[src/kcl_pkg.sv]
// Shared types, codes and constants for the keypad code lock.
// Used by every module of the lock and by its port checker.
// No dependencies.
package kcl_pkg;

   localparam int CODE_DIGITS = 4;
   localparam int CNT_W = $clog2(CODE_DIGITS + 1);
   localparam int IDX_W = (CODE_DIGITS > 1) ? $clog2(CODE_DIGITS) : 1;

   localparam int CSR_ADDR_W = 3;
   localparam int CSR_DATA_W = 32;

   localparam logic [CSR_ADDR_W-1:0] ADDR_MAX_FAILURES  = 3'd0;
   localparam logic [CSR_ADDR_W-1:0] ADDR_LOCKOUT_TICKS = 3'd4;

   localparam logic [3:0]  MAX_FAILURES_RESET  = 4'd3;
   localparam logic [15:0] LOCKOUT_TICKS_RESET = 16'd10;
   localparam logic [3:0]  FAILURES_MAX        = 4'd15;

   localparam logic OP_KEY  = 1'b0;
   localparam logic OP_TICK = 1'b1;

   localparam logic [3:0] KEY_LAST_DIGIT = 4'd9;
   localparam logic [3:0] KEY_STAR       = 4'd10;
   localparam logic [3:0] KEY_HASH       = 4'd11;
   localparam logic [3:0] KEY_D          = 4'd15;

   typedef enum logic [3:0] {
      ST_NONE         = 4'd0,
      ST_DIGIT        = 4'd1,
      ST_GRANTED      = 4'd2,
      ST_WRONG        = 4'd3,
      ST_LOCKOUT      = 4'd4,
      ST_ASK_OLD      = 4'd5,
      ST_ASK_NEW      = 4'd6,
      ST_WRONG_OLD    = 4'd7,
      ST_TOO_FEW      = 4'd8,
      ST_UPDATED      = 4'd9,
      ST_CLEARED      = 4'd10,
      ST_LOCKED_IGNORE = 4'd11,
      ST_UNLOCKED     = 4'd12
   } status_type;

   typedef enum logic [1:0] {
      BEEP_NONE  = 2'd0,
      BEEP_SHORT = 2'd1,
      BEEP_LONG  = 2'd2
   } beep_type;

   typedef enum logic [1:0] {
      MODE_ACCESS = 2'd0,
      MODE_OLD    = 2'd1,
      MODE_NEW    = 2'd2
   } mode_type;

   typedef struct packed {
      logic [3:0]  max_failures;
      logic [15:0] lockout_ticks;
   } cfg_type;

   typedef struct packed {
      status_type status;
      beep_type   beep;
      logic       is_locked;
      logic [1:0] entry_mode;
      logic [2:0] digits_entered;
      logic [3:0] failures;
   } result_type;

   // Factory code 2005; any further digits are zero.
   function automatic logic [3:0] default_digit(input int pos);
      logic [3:0] d;
      case (pos)
         0:       d = 4'd2;
         3:       d = 4'd5;
         default: d = 4'd0;
      endcase
      return d;
   endfunction

endpackage

[src/kcl_csr.sv]
// Configuration registers of the keypad code lock behind an APB-style port.
// Depends on kcl_pkg.
module kcl_csr
   import kcl_pkg::*;
(
   input  logic                  clock,
   input  logic                  reset,
   input  logic                  csr_psel,
   input  logic                  csr_penable,
   input  logic                  csr_pwrite,
   input  logic [CSR_ADDR_W-1:0] csr_paddr,
   input  logic [CSR_DATA_W-1:0] csr_pwdata,
   output logic [CSR_DATA_W-1:0] csr_prdata,
   output logic                  csr_pready,
   output cfg_type               cfg
);

   logic    wr_en;
   cfg_type cfg_ff;

   assign csr_pready = 1'b1;
   assign wr_en = csr_psel && csr_penable && csr_pwrite && csr_pready;
   assign cfg = cfg_ff;

   always_ff @(posedge clock) begin
      if (reset) begin
         cfg_ff.max_failures  <= MAX_FAILURES_RESET;
         cfg_ff.lockout_ticks <= LOCKOUT_TICKS_RESET;
      end else if (wr_en) begin
         unique case (csr_paddr)
            ADDR_MAX_FAILURES:  cfg_ff.max_failures  <= csr_pwdata[3:0];
            ADDR_LOCKOUT_TICKS: cfg_ff.lockout_ticks <= csr_pwdata[15:0];
            default: ;
         endcase
      end
   end

   always_comb begin
      unique case (csr_paddr)
         ADDR_MAX_FAILURES:  csr_prdata = {{(CSR_DATA_W-4){1'b0}}, cfg_ff.max_failures};
         ADDR_LOCKOUT_TICKS: csr_prdata = {{(CSR_DATA_W-16){1'b0}}, cfg_ff.lockout_ticks};
         default:            csr_prdata = '0;
      endcase
   end

endmodule

[src/kcl_ctrl.sv]
// Lock state (codes, entry buffer, mode, failures, lockout timer) and the
// combinational update that turns one item into one result. Depends on kcl_pkg.
module kcl_ctrl
   import kcl_pkg::*;
(
   input  logic       clock,
   input  logic       reset,
   input  logic       fire,
   input  logic       op,
   input  logic [3:0] key_code,
   input  cfg_type    cfg,
   output result_type result
);

   logic [3:0]       saved_code_ff   [CODE_DIGITS];
   logic [3:0]       entry_digits_ff [CODE_DIGITS];
   logic [CNT_W-1:0] entry_count_ff, entry_count_in;
   mode_type         mode_ff, mode_in;
   logic [3:0]       failures_ff, failures_in;
   logic             lock_ff, lock_in;
   logic [15:0]      timer_ff, timer_in;
   logic             digit_wr;
   logic             code_wr;
   logic             code_hit;
   logic [3:0]       fail_inc;

   always_comb begin
      code_hit = (entry_count_ff == CNT_W'(CODE_DIGITS));
      for (int i = 0; i < CODE_DIGITS; i++) begin
         if (entry_digits_ff[i] != saved_code_ff[i]) code_hit = 1'b0;
      end
   end

   assign fail_inc = (failures_ff != FAILURES_MAX) ? failures_ff + 4'd1 : failures_ff;

   always_comb begin
      entry_count_in = entry_count_ff;
      mode_in        = mode_ff;
      failures_in    = failures_ff;
      lock_in        = lock_ff;
      timer_in       = timer_ff;
      digit_wr       = 1'b0;
      code_wr        = 1'b0;
      result.status  = ST_NONE;
      result.beep    = BEEP_NONE;

      if (op == OP_TICK) begin
         if (lock_ff) begin
            if (timer_ff <= 16'd1) begin
               timer_in      = '0;
               lock_in       = 1'b0;
               failures_in   = '0;
               result.status = ST_UNLOCKED;
            end else begin
               timer_in = timer_ff - 16'd1;
            end
         end
      end else if (lock_ff) begin
         result.status = ST_LOCKED_IGNORE;
      end else if (key_code == KEY_D && mode_ff == MODE_ACCESS) begin
         mode_in        = MODE_OLD;
         entry_count_in = '0;
         result.status  = ST_ASK_OLD;
      end else if (key_code <= KEY_LAST_DIGIT) begin
         if (entry_count_ff < CNT_W'(CODE_DIGITS)) begin
            digit_wr       = 1'b1;
            entry_count_in = entry_count_ff + CNT_W'(1);
            result.status  = ST_DIGIT;
         end
      end else if (key_code == KEY_HASH) begin
         case (mode_ff)
            MODE_ACCESS: begin
               entry_count_in = '0;
               if (code_hit) begin
                  failures_in   = '0;
                  result.status = ST_GRANTED;
               end else begin
                  failures_in   = fail_inc;
                  result.beep   = BEEP_SHORT;
                  result.status = ST_WRONG;
                  if (fail_inc >= cfg.max_failures) begin
                     result.beep   = BEEP_LONG;
                     result.status = ST_LOCKOUT;
                     lock_in       = 1'b1;
                     timer_in      = cfg.lockout_ticks;
                  end
               end
            end
            MODE_OLD: begin
               entry_count_in = '0;
               if (code_hit) begin
                  mode_in       = MODE_NEW;
                  result.status = ST_ASK_NEW;
               end else begin
                  mode_in       = MODE_ACCESS;
                  result.status = ST_WRONG_OLD;
               end
            end
            default: begin
               if (entry_count_ff < CNT_W'(CODE_DIGITS)) begin
                  result.status = ST_TOO_FEW;
               end else begin
                  code_wr        = 1'b1;
                  mode_in        = MODE_ACCESS;
                  entry_count_in = '0;
                  result.status  = ST_UPDATED;
               end
            end
         endcase
      end else if (key_code == KEY_STAR) begin
         entry_count_in = '0;
         mode_in        = MODE_ACCESS;
         result.status  = ST_CLEARED;
      end

      result.is_locked      = lock_in;
      result.entry_mode     = mode_in;
      result.digits_entered = 3'(entry_count_in);
      result.failures       = failures_in;
   end

   always_ff @(posedge clock) begin
      if (reset) begin
         entry_count_ff <= '0;
         mode_ff        <= MODE_ACCESS;
         failures_ff    <= '0;
         lock_ff        <= 1'b0;
         timer_ff       <= '0;
         for (int i = 0; i < CODE_DIGITS; i++) begin
            saved_code_ff[i] <= default_digit(i);
         end
      end else if (fire) begin
         entry_count_ff <= entry_count_in;
         mode_ff        <= mode_in;
         failures_ff    <= failures_in;
         lock_ff        <= lock_in;
         timer_ff       <= timer_in;
         if (code_wr) begin
            saved_code_ff <= entry_digits_ff;
         end
      end
   end

   // Entry buffer has no reset; a compare or a save needs it full.
   always_ff @(posedge clock) begin
      if (fire && digit_wr) begin
         entry_digits_ff[entry_count_ff[IDX_W-1:0]] <= key_code;
      end
   end

endmodule

[src/keypad_code_lock_with_lockout_core.sv]
// Top level of the keypad code lock with lockout.
// Depends on kcl_pkg, kcl_csr and kcl_ctrl.
//
//   channel   ports                         transfer when
//   -------   ---------------------------   ---------------------------------
//   request   req_op, req_key_code           req_valid && req_ready
//   response  rsp_status .. rsp_failures     rsp_valid && rsp_ready
//   config    csr_psel .. csr_prdata         psel && penable && pwrite && pready
//
// One item per cycle sustained while responses are taken; each item is held
// in the input register, updates the lock state on its way into the result
// register and is shown on the response channel from that register.
// The loop through the lock state registers holds no other register.
// Reset is synchronous and restores code 2005, normal mode, no lockout,
// three failures allowed and ten ticks of lockout.
// A stalled response holds the item in the input register; new requests are
// taken as long as that register is empty or moving.
module keypad_code_lock_with_lockout_core
   import kcl_pkg::*;
(
   input  logic                  clock,
   input  logic                  reset,
   input  logic                  req_valid,
   output logic                  req_ready,
   input  logic                  req_op,
   input  logic [3:0]            req_key_code,
   output logic                  rsp_valid,
   input  logic                  rsp_ready,
   output logic [3:0]            rsp_status,
   output logic [1:0]            rsp_beep,
   output logic                  rsp_is_locked,
   output logic [1:0]            rsp_entry_mode,
   output logic [2:0]            rsp_digits_entered,
   output logic [3:0]            rsp_failures,
   input  logic                  csr_psel,
   input  logic                  csr_penable,
   input  logic                  csr_pwrite,
   input  logic [CSR_ADDR_W-1:0] csr_paddr,
   input  logic [CSR_DATA_W-1:0] csr_pwdata,
   output logic [CSR_DATA_W-1:0] csr_prdata,
   output logic                  csr_pready
);

   cfg_type    cfg;
   result_type result;
   result_type rsp_ff;
   logic       in_valid_ff;
   logic       in_op_ff;
   logic [3:0] in_key_ff;
   logic       rsp_valid_ff;
   logic       advance;

   kcl_csr u_csr (
      .clock       (clock),
      .reset       (reset),
      .csr_psel    (csr_psel),
      .csr_penable (csr_penable),
      .csr_pwrite  (csr_pwrite),
      .csr_paddr   (csr_paddr),
      .csr_pwdata  (csr_pwdata),
      .csr_prdata  (csr_prdata),
      .csr_pready  (csr_pready),
      .cfg         (cfg)
   );

   // Advance the held item into the result register when that register
   // is empty or being drained this cycle.
   assign advance   = in_valid_ff && (!rsp_valid_ff || rsp_ready);
   assign req_ready = !in_valid_ff || advance;

   // Input register: hold the accepted key or tick.
   always_ff @(posedge clock) begin
      if (reset) begin
         in_valid_ff <= 1'b0;
      end else if (req_ready) begin
         in_valid_ff <= req_valid;
      end
   end

   always_ff @(posedge clock) begin
      if (req_valid && req_ready) begin
         in_op_ff  <= req_op;
         in_key_ff <= req_key_code;
      end
   end

   // State update commits exactly when the item leaves the input register.
   kcl_ctrl u_ctrl (
      .clock    (clock),
      .reset    (reset),
      .fire     (advance),
      .op       (in_op_ff),
      .key_code (in_key_ff),
      .cfg      (cfg),
      .result   (result)
   );

   // Result register: drop the valid once transferred, load on advance.
   always_ff @(posedge clock) begin
      if (reset) begin
         rsp_valid_ff <= 1'b0;
      end else if (advance) begin
         rsp_valid_ff <= 1'b1;
      end else if (rsp_ready) begin
         rsp_valid_ff <= 1'b0;
      end
   end

   always_ff @(posedge clock) begin
      if (advance) begin
         rsp_ff <= result;
      end
   end

   assign rsp_valid          = rsp_valid_ff;
   assign rsp_status         = rsp_ff.status;
   assign rsp_beep           = rsp_ff.beep;
   assign rsp_is_locked      = rsp_ff.is_locked;
   assign rsp_entry_mode     = rsp_ff.entry_mode;
   assign rsp_digits_entered = rsp_ff.digits_entered;
   assign rsp_failures       = rsp_ff.failures;

endmodule

[config.mk]
export PLATFORM = sky130hd
export DESIGN_NAME = keypad_code_lock_with_lockout_core
export DESIGN_NICKNAME = d
export VERILOG_FILES = /design/src/kcl_pkg.sv /design/src/kcl_csr.sv /design/src/kcl_ctrl.sv /design/src/keypad_code_lock_with_lockout_core.sv
export SDC_FILE = /design/constraint.sdc
export NUM_CORES = 1
export LEC_CHECK = 0
export BUFFER_PORTS_ARGS = -buffer_cell sky130_fd_sc_hd__clkbuf_2
export CELL_PAD_IN_SITES_DETAIL_PLACEMENT = 1
export CELL_PAD_IN_SITES_GLOBAL_PLACEMENT = 2
export CORE_ASPECT_RATIO = 1.4
export CORE_UTILIZATION = 33
export CTS_CLUSTER_DIAMETER = 60
export DETAILED_ROUTE_END_ITERATION = 7
export PLACE_DENSITY = 0.89
export SLEW_MARGIN = 30
export SYNTH_ARGS = -nofsm -noshare
export SYNTH_HDL_FRONTEND = slang
export SYNTH_SLANG_ARGS = --single-unit
[constraint.sdc]
create_clock -name clock -period 3.43 [get_ports clock]
set_input_delay 0.1715 -clock clock [delete_from_list [all_inputs] [get_ports clock]]
set_output_delay 0.1715 -clock clock [all_outputs]
set_load 0.01 [all_outputs]
# [Word level (Yosys, flattened, before mapping)]
# Cells that the tools add are included.
# Widths: inputs -> output; s select.
[word_totals] reg_bits=101 in_bits=47 out_inout_bits=51 wordCells=160
[op_classes] add_sub_neg=3 magnitude_cmp=6 eq_ne=16 muxes=84 n_bitwise=3 reduce_logical=23
[ops] op="$mux 16" n=10
[ops] op="$mux 4" n=20
[ops] op="$pmux 16 s2" n=1
[ops] op="$mux 1" n=31
[ops] op="$mux 3" n=9
[ops] op="$bwmux 16" n=1
[ops] op="$le 16x1->1 const B" n=1
[ops] op="$mux 2" n=8
[ops] op="$ne 4x4->1" n=4
[ops] op="$sub 16x1->16 const B" n=1
[ops] op="$eq 4x4->1 const B" n=3
[ops] op="$reduce_and 9->1" n=1
[ops] op="$demux 4 s2" n=1
[ops] op="$ne 2x2->1 const B" n=4
[ops] op="$pmux 4 s2" n=1
[ops] op="$reduce_bool 2->1" n=4
[ops] op="$logic_and 1x1->1" n=7
[ops] op="$reduce_or 7->1" n=1
[ops] op="$eq 3x3->1 const B" n=2
[ops] op="$reduce_and 2->1" n=3
[ops] op="$mux 5" n=1
[ops] op="$add 4x1->4 const B" n=1
[ops] op="$ge 4x4->1" n=1
[ops] op="$le 4x4->1 const B" n=1
[ops] op="other kinds (15)" n=18

# [Logic depth before layout (Yosys ltp)]
[logic_depth] depth_word=12 depth_mapped=12 depth_no_buf=11

# [Modules after synthesis]
# A second synthesis with hierarchy kept.
[unflattened] hier_cells=534 area_unflattened_um2=5315.1
[modules_own_cells] mod="kcl_ctrl" n_inst=1 cells_per_inst=372 area_each_um2=3372.0 seq_area_each_um2=1321.3
[modules_own_cells] mod="kcl_csr" n_inst=1 cells_per_inst=131 area_each_um2=1208.7 seq_area_each_um2=400.4
[modules_own_cells] mod="keypad_code_lock_with_lockout_core" n_inst=1 cells_per_inst=31 area_each_um2=734.5 seq_area_each_um2=670.6

# [Worst setup path after synthesis]
# No wires, ideal clock.
[synth_timing] path_kind="register to register" start="reg u_ctrl.failures_ff[0]" end="reg u_ctrl.timer_ff[10]" setup_time_ns=0.092 arrival_ns=2.493 required_time_ns=3.338 setup_slack_ns=0.844 stages_incl_launch_ff=12 path_buffers=1 synth_period_minus_slack_ns=2.586 path_cell_list="dfxtp_1 > ha_1 > nand3_1 > mux2i_1 > inv_1 > ha_1 > o21ai_0 > a21o_1 > nor4_2 > nor2_1 > buf_2 > o32ai_1"
[synth_via] elab_chain_len=5 word_cells_on_any_way=6 cone_classes="add/sub: 1; order compare: 1; eq/ne: 1; mux: 1; reduce/logical: 2"
[synth_lines] item="start, declared" line="kcl_ctrl.sv:19" text="logic [3:0] failures_ff, failures_in;"
[synth_lines] item="start signal, assigned" line="kcl_ctrl.sv:135" text="failures_ff <= failures_in;"
[synth_lines] item="$add 4x1->4 or $ne 4x4->1 (tied branches)" line="kcl_ctrl.sv:34" text="assign fail_inc = (failures_ff != FAILURES_MAX) ? failures_ff + 4'd1 : failures_ff;"
[synth_lines] item="$mux 4 (*)" line="kcl_ctrl.sv:34"
[synth_lines] item="$ge 4x4->1 (*)" line="kcl_ctrl.sv:81" text="if (fail_inc >= cfg.max_failures) begin"
[synth_lines] item="$reduce_bool 2->1 (no line) (*)"
[synth_lines] item="$reduce_and 9->1 (no line) (*)"
[synth_lines] item="end signal, assigned" line="kcl_ctrl.sv:137" text="timer_ff <= timer_in;"
[synth_lines] item="end, declared" line="kcl_ctrl.sv:21" text="logic [15:0] timer_ff, timer_in;"
# Mark *: on every way between the ends. The rest lies on a longest branch, timed or not.
# A chain may end at the register's enable or synchronous reset.

# [Worst setup path after layout]
[layout_timing] start="reg u_ctrl.failures_ff[1]" end="reg u_ctrl.timer_ff[0]"
# Same word-level chain as after synthesis.

==> results.yml <==
run_status:
  run_status: "complete, no violations"
die:
  io_pins: 98
  dieArea_sq_um: 16300
  fp.dieH_um: 151
  rows: 54
  start_util: 0.336
  die_w_um: 108
  area_inside_the_core_boundary_sq_um: 15500
final_layout:
  nFillCells: 1869
  design_area_sq_um: 6040
  layout.cells.non_filler: 849
  design.final.nets: 707
  count_of_inserted_antenna_diode_cells: 0
  post-route-util: 0.389
  flow.area_growth_from_synthesis_pct: 15.8
  final_layout_size_suffix_gt1_frac: 0.164
setup_path:
  endpoint: "u_ctrl.timer_ff[0]"
  regToRegStartpoint: "u_ctrl.failures_ff[1]"
  worst-r2r-cell-count: 10
  critPathArrivalTime_ns: 3.23
  setup.worst_path.start_class: "register"
  critical_path.reg2reg.endpoint: "u_ctrl.timer_ff[0]"
  crit_type: "reg -> reg"
  endpoint_kind: "register"
  cp-startpoint: "u_ctrl.failures_ff[1]"
  worstPathRequired_ns: 3.64
  cp_max_fo: 16
  timing.reg2reg.setup_slack_ns: 0.41
synth:
  synth.cells.most_frequent: "107 x nand2_1, 65 x a21oi_1, 64 x dfxtp_1"
  postSynthAreaPerCell_sq_um: 8.88
  synthCells: 588
  netlist-cell-type-count: 59
  yosysSeqAreaShare: 0.458
  asyncSetResetFlopFracSynth: 0
  cell_type_with_the_largest_total_area_after_synthesis: "dfxtp_1"
  synth_top_family_by_area: "simple AND/OR/NAND/NOR gates"
  yosys_register_bits: 101
  synth-xor-area-share: 0.0319
  synth_largest_type_area_fraction: 0.246
  netlist_area_sq_um: 5220
  yosys.cell_count.top_type: "nand2_1"
  yosys-mux-area-fraction: 0.0192
  synth-simple-area-share: 0.222
  yosys.area_share.adder: 0.0288
  yosys_warnings: 0
  synth_top_flop_cell: "dfxtp_1"
  leading_post_synthesis_cells_by_cell_area: "dfxtp_1 25%, edfxtp_1 21%, nand2_1 7.7%, a21oi_1 6.2%, ha_1 2.9%"
  synth-edff-count: 37
  synth_compound_gate_area_share: 0.173
cts:
  tritoncts: "yes"
  clkLatencyLatePin_ns: 0.35
  cts_root_buf: "clkbuf_16"
  cts_setup_buffers: 0
  numCtsBuffers: 9
  clock_sink_count: 101
  ctsLongestPathBuffers: 2
  postCtsHoldBufs: 5
  post_cts_resize_count: 0
  ctsHtreeMaxLevel: 3
  clkTransAtPathRegs_ns: 0.08
power:
  power.density_cell_area_nw_per_um2: 410
  power.switching_uw: 638
  share_seq_of_total_power: 0.517
  p_comb_frac: 0.063
  netSwitchingFraction: 0.258
  cellInternalPower_uw: 1840
  leakagePower_uw: 0.00230
  pwr-share-clk: 0.419
  power_uw: 2480
  ir_worst_vdd_mv: 0.249
global_route:
  grt_antenna_before_repair: 0
  number_of_global_route_vias_before_repair: 4635
  globalRoute.totalOverflow: 0
  grt_start_max_net_pins: 58
  grt_total_usage: 0.189
  grt_pass1_wl_um: 23500
timing:
  report.final.hold_viol_count: 0
  finalSetupViolCount: 0
  max_clock_freq_ghz: 0.331
  final.setup_skew_ns: 0.0138
  fin_setup_tns_ns: 0
  timing.max_slew.rel_slack: 0.349
  worstMarginPinSlew_ns: 0.975
  final.period_utilization: 0.881
  rsz0062_at_grt: "no"
  timing.final.max_slew_violations: 0
  fin_crit_ns: 3.02
detailed_routing:
  first_iter_violations: 195
  avgViaCountPerCell: 5.24
  detailroute.via_count: 4450
  post_drt_wl_per_cell_um: 17.2
  drt_pass1_iterations: 6
  antenna_violating_nets_post_route: 0
  remaining_drc_errors: 0
  drt-total-wl_um: 14600
run:
  drv_cap: 0
place:
  dpl.cell_count: 828
  detailed_place_hpwl_um: 10600
  port_buffers: 64
  finalWeightedCongestion: 0.802
  area_after_dpl_sq_um: 5680
min_path:
  timing.hold.worst.class: "in -> reg"
## state kept, by name, summed over array words and instances (netlist names), 3 cells and up
| signal | count |
|---|---|
| u_ctrl.failures_ff | 4 |
| in_key_ff | 4 |
| u_ctrl.saved_code_ff | 16 |
| rsp_digits_entered | 3 |
| rsp_failures | 4 |
| u_csr.cfg | 20 |
| u_ctrl.timer_ff | 16 |
| u_ctrl.entry_count_ff | 3 |
| u_ctrl.entry_digits_ff | 16 |
| rsp_status | 4 |
## kinds of logic (layout without fill, tap and decap cells)
group                    count (synthesis)  after routing
XOR/XNOR                                19             19
flip-flops                             101            101
AND/OR/NAND/NOR                        237            237
AO/OA/AOI/OAI                          140            140
other                                    2             17
multiplexers                            10             10
buffers and inverters                   67            117
adder cells (fa/ha/maj)                 12             12
## critical path, cell delays in order (launching register included)
cell and delay (ns):
dfxtp_1 0.41, ha_1 0.24, nand3_1 0.27, mux2i_1 0.33, inv_1 0.09, ha_1 0.27, o21ai_0 0.10, a21o_1 0.25
a211o_1 0.50, a211oi_1 0.35, a211oi_1 0.08
## power groups by stage
stage / Sequential [uW] / Combinational (uW) / Clock [uW]
4_1_cts: 1280 / 158 / 1070
5_1_grt: 1280 / 175 / 1110
2_1_floorplan: 1300 / 107 / 0
6_report: 1280 / 157 / 1040
3_5_place_dp: 1310 / 153 / 0
3_3_place_gp: 1310 / 149 / 0
## per-layer routing
layer  global-route usage  wire length, um  part of all wire
met2                0.355             7990              0.55
met4                0.111              659             0.045
met1                0.196             5570              0.38
met5                    0                0                 0
met3               0.0280              405             0.028
## worst min-delay path by stage
stage / from / to / cells after the start
final: csr_pwdata[15] / u_csr.cfg[15] / 3
after global routing: csr_pwdata[15] / u_csr.cfg[15] / 3
after CTS: csr_pwdata[9] / u_csr.cfg[9] / 3
after detailed placement: req_key_code[3] / in_key_ff[3] / 1
after global placement: req_key_code[3] / in_key_ff[3] / 1
after floorplan: req_key_code[0] / in_key_ff[0] / 0
## through the flow
stage	setup slack (ns)	hold WS, ns
2_1_floorplan	0.844	0.270
3_3_place_gp	0.272	0.352
3_5_place_dp	0.406	0.351
4_1_cts	0.412	0.0289
5_1_grt	0.142	0.0407
6_report	0.409	0.0355
## cell usage in the layout, fill, tap and decap left out, types with 6 or more instances in the layout
| cell | synthesis | routed |
|---|---|---|
| nor3_1 | 22 | 22 |
| nor2_1 | 36 | 35 |
| conb_1 | 2 | 17 |
| dfxtp_1 | 64 | 64 |
| and2_1 | 18 | 18 |
| ha_1 | 12 | 12 |
| nand2_1 | 107 | 107 |
| inv_1 | 18 | 18 |
| o32ai_1 | 14 | 14 |
| a211oi_1 | 10 | 10 |
| nand3_1 | 17 | 17 |
| mux2i_1 | 10 | 10 |
| xnor2_1 | 17 | 17 |
| edfxtp_1 | 37 | 37 |
| clkbuf_16 | 0 | 9 |
| o21ai_0 | 19 | 19 |
| nand4_1 | 6 | 6 |
| clkbuf_2 | 0 | 64 |
| a21oi_1 | 65 | 65 |
| buf_4 | 19 | 13 |
## area by class of cell
type | instances | area [sq um] | area share
timing repair buffer | 82 | 468 | 0.0774
multi-input combinational | 435 | 2550 | 0.422
sequential | 101 | 2390 | 0.396
inverter | 19 | 71.3 | 0.0118
tap | 196 | 245 | 0.0406
clock inverter | 7 | 92.6 | 0.0153
clock buffer | 9 | 225 | 0.0373
(Power assumes the default switching activity.)
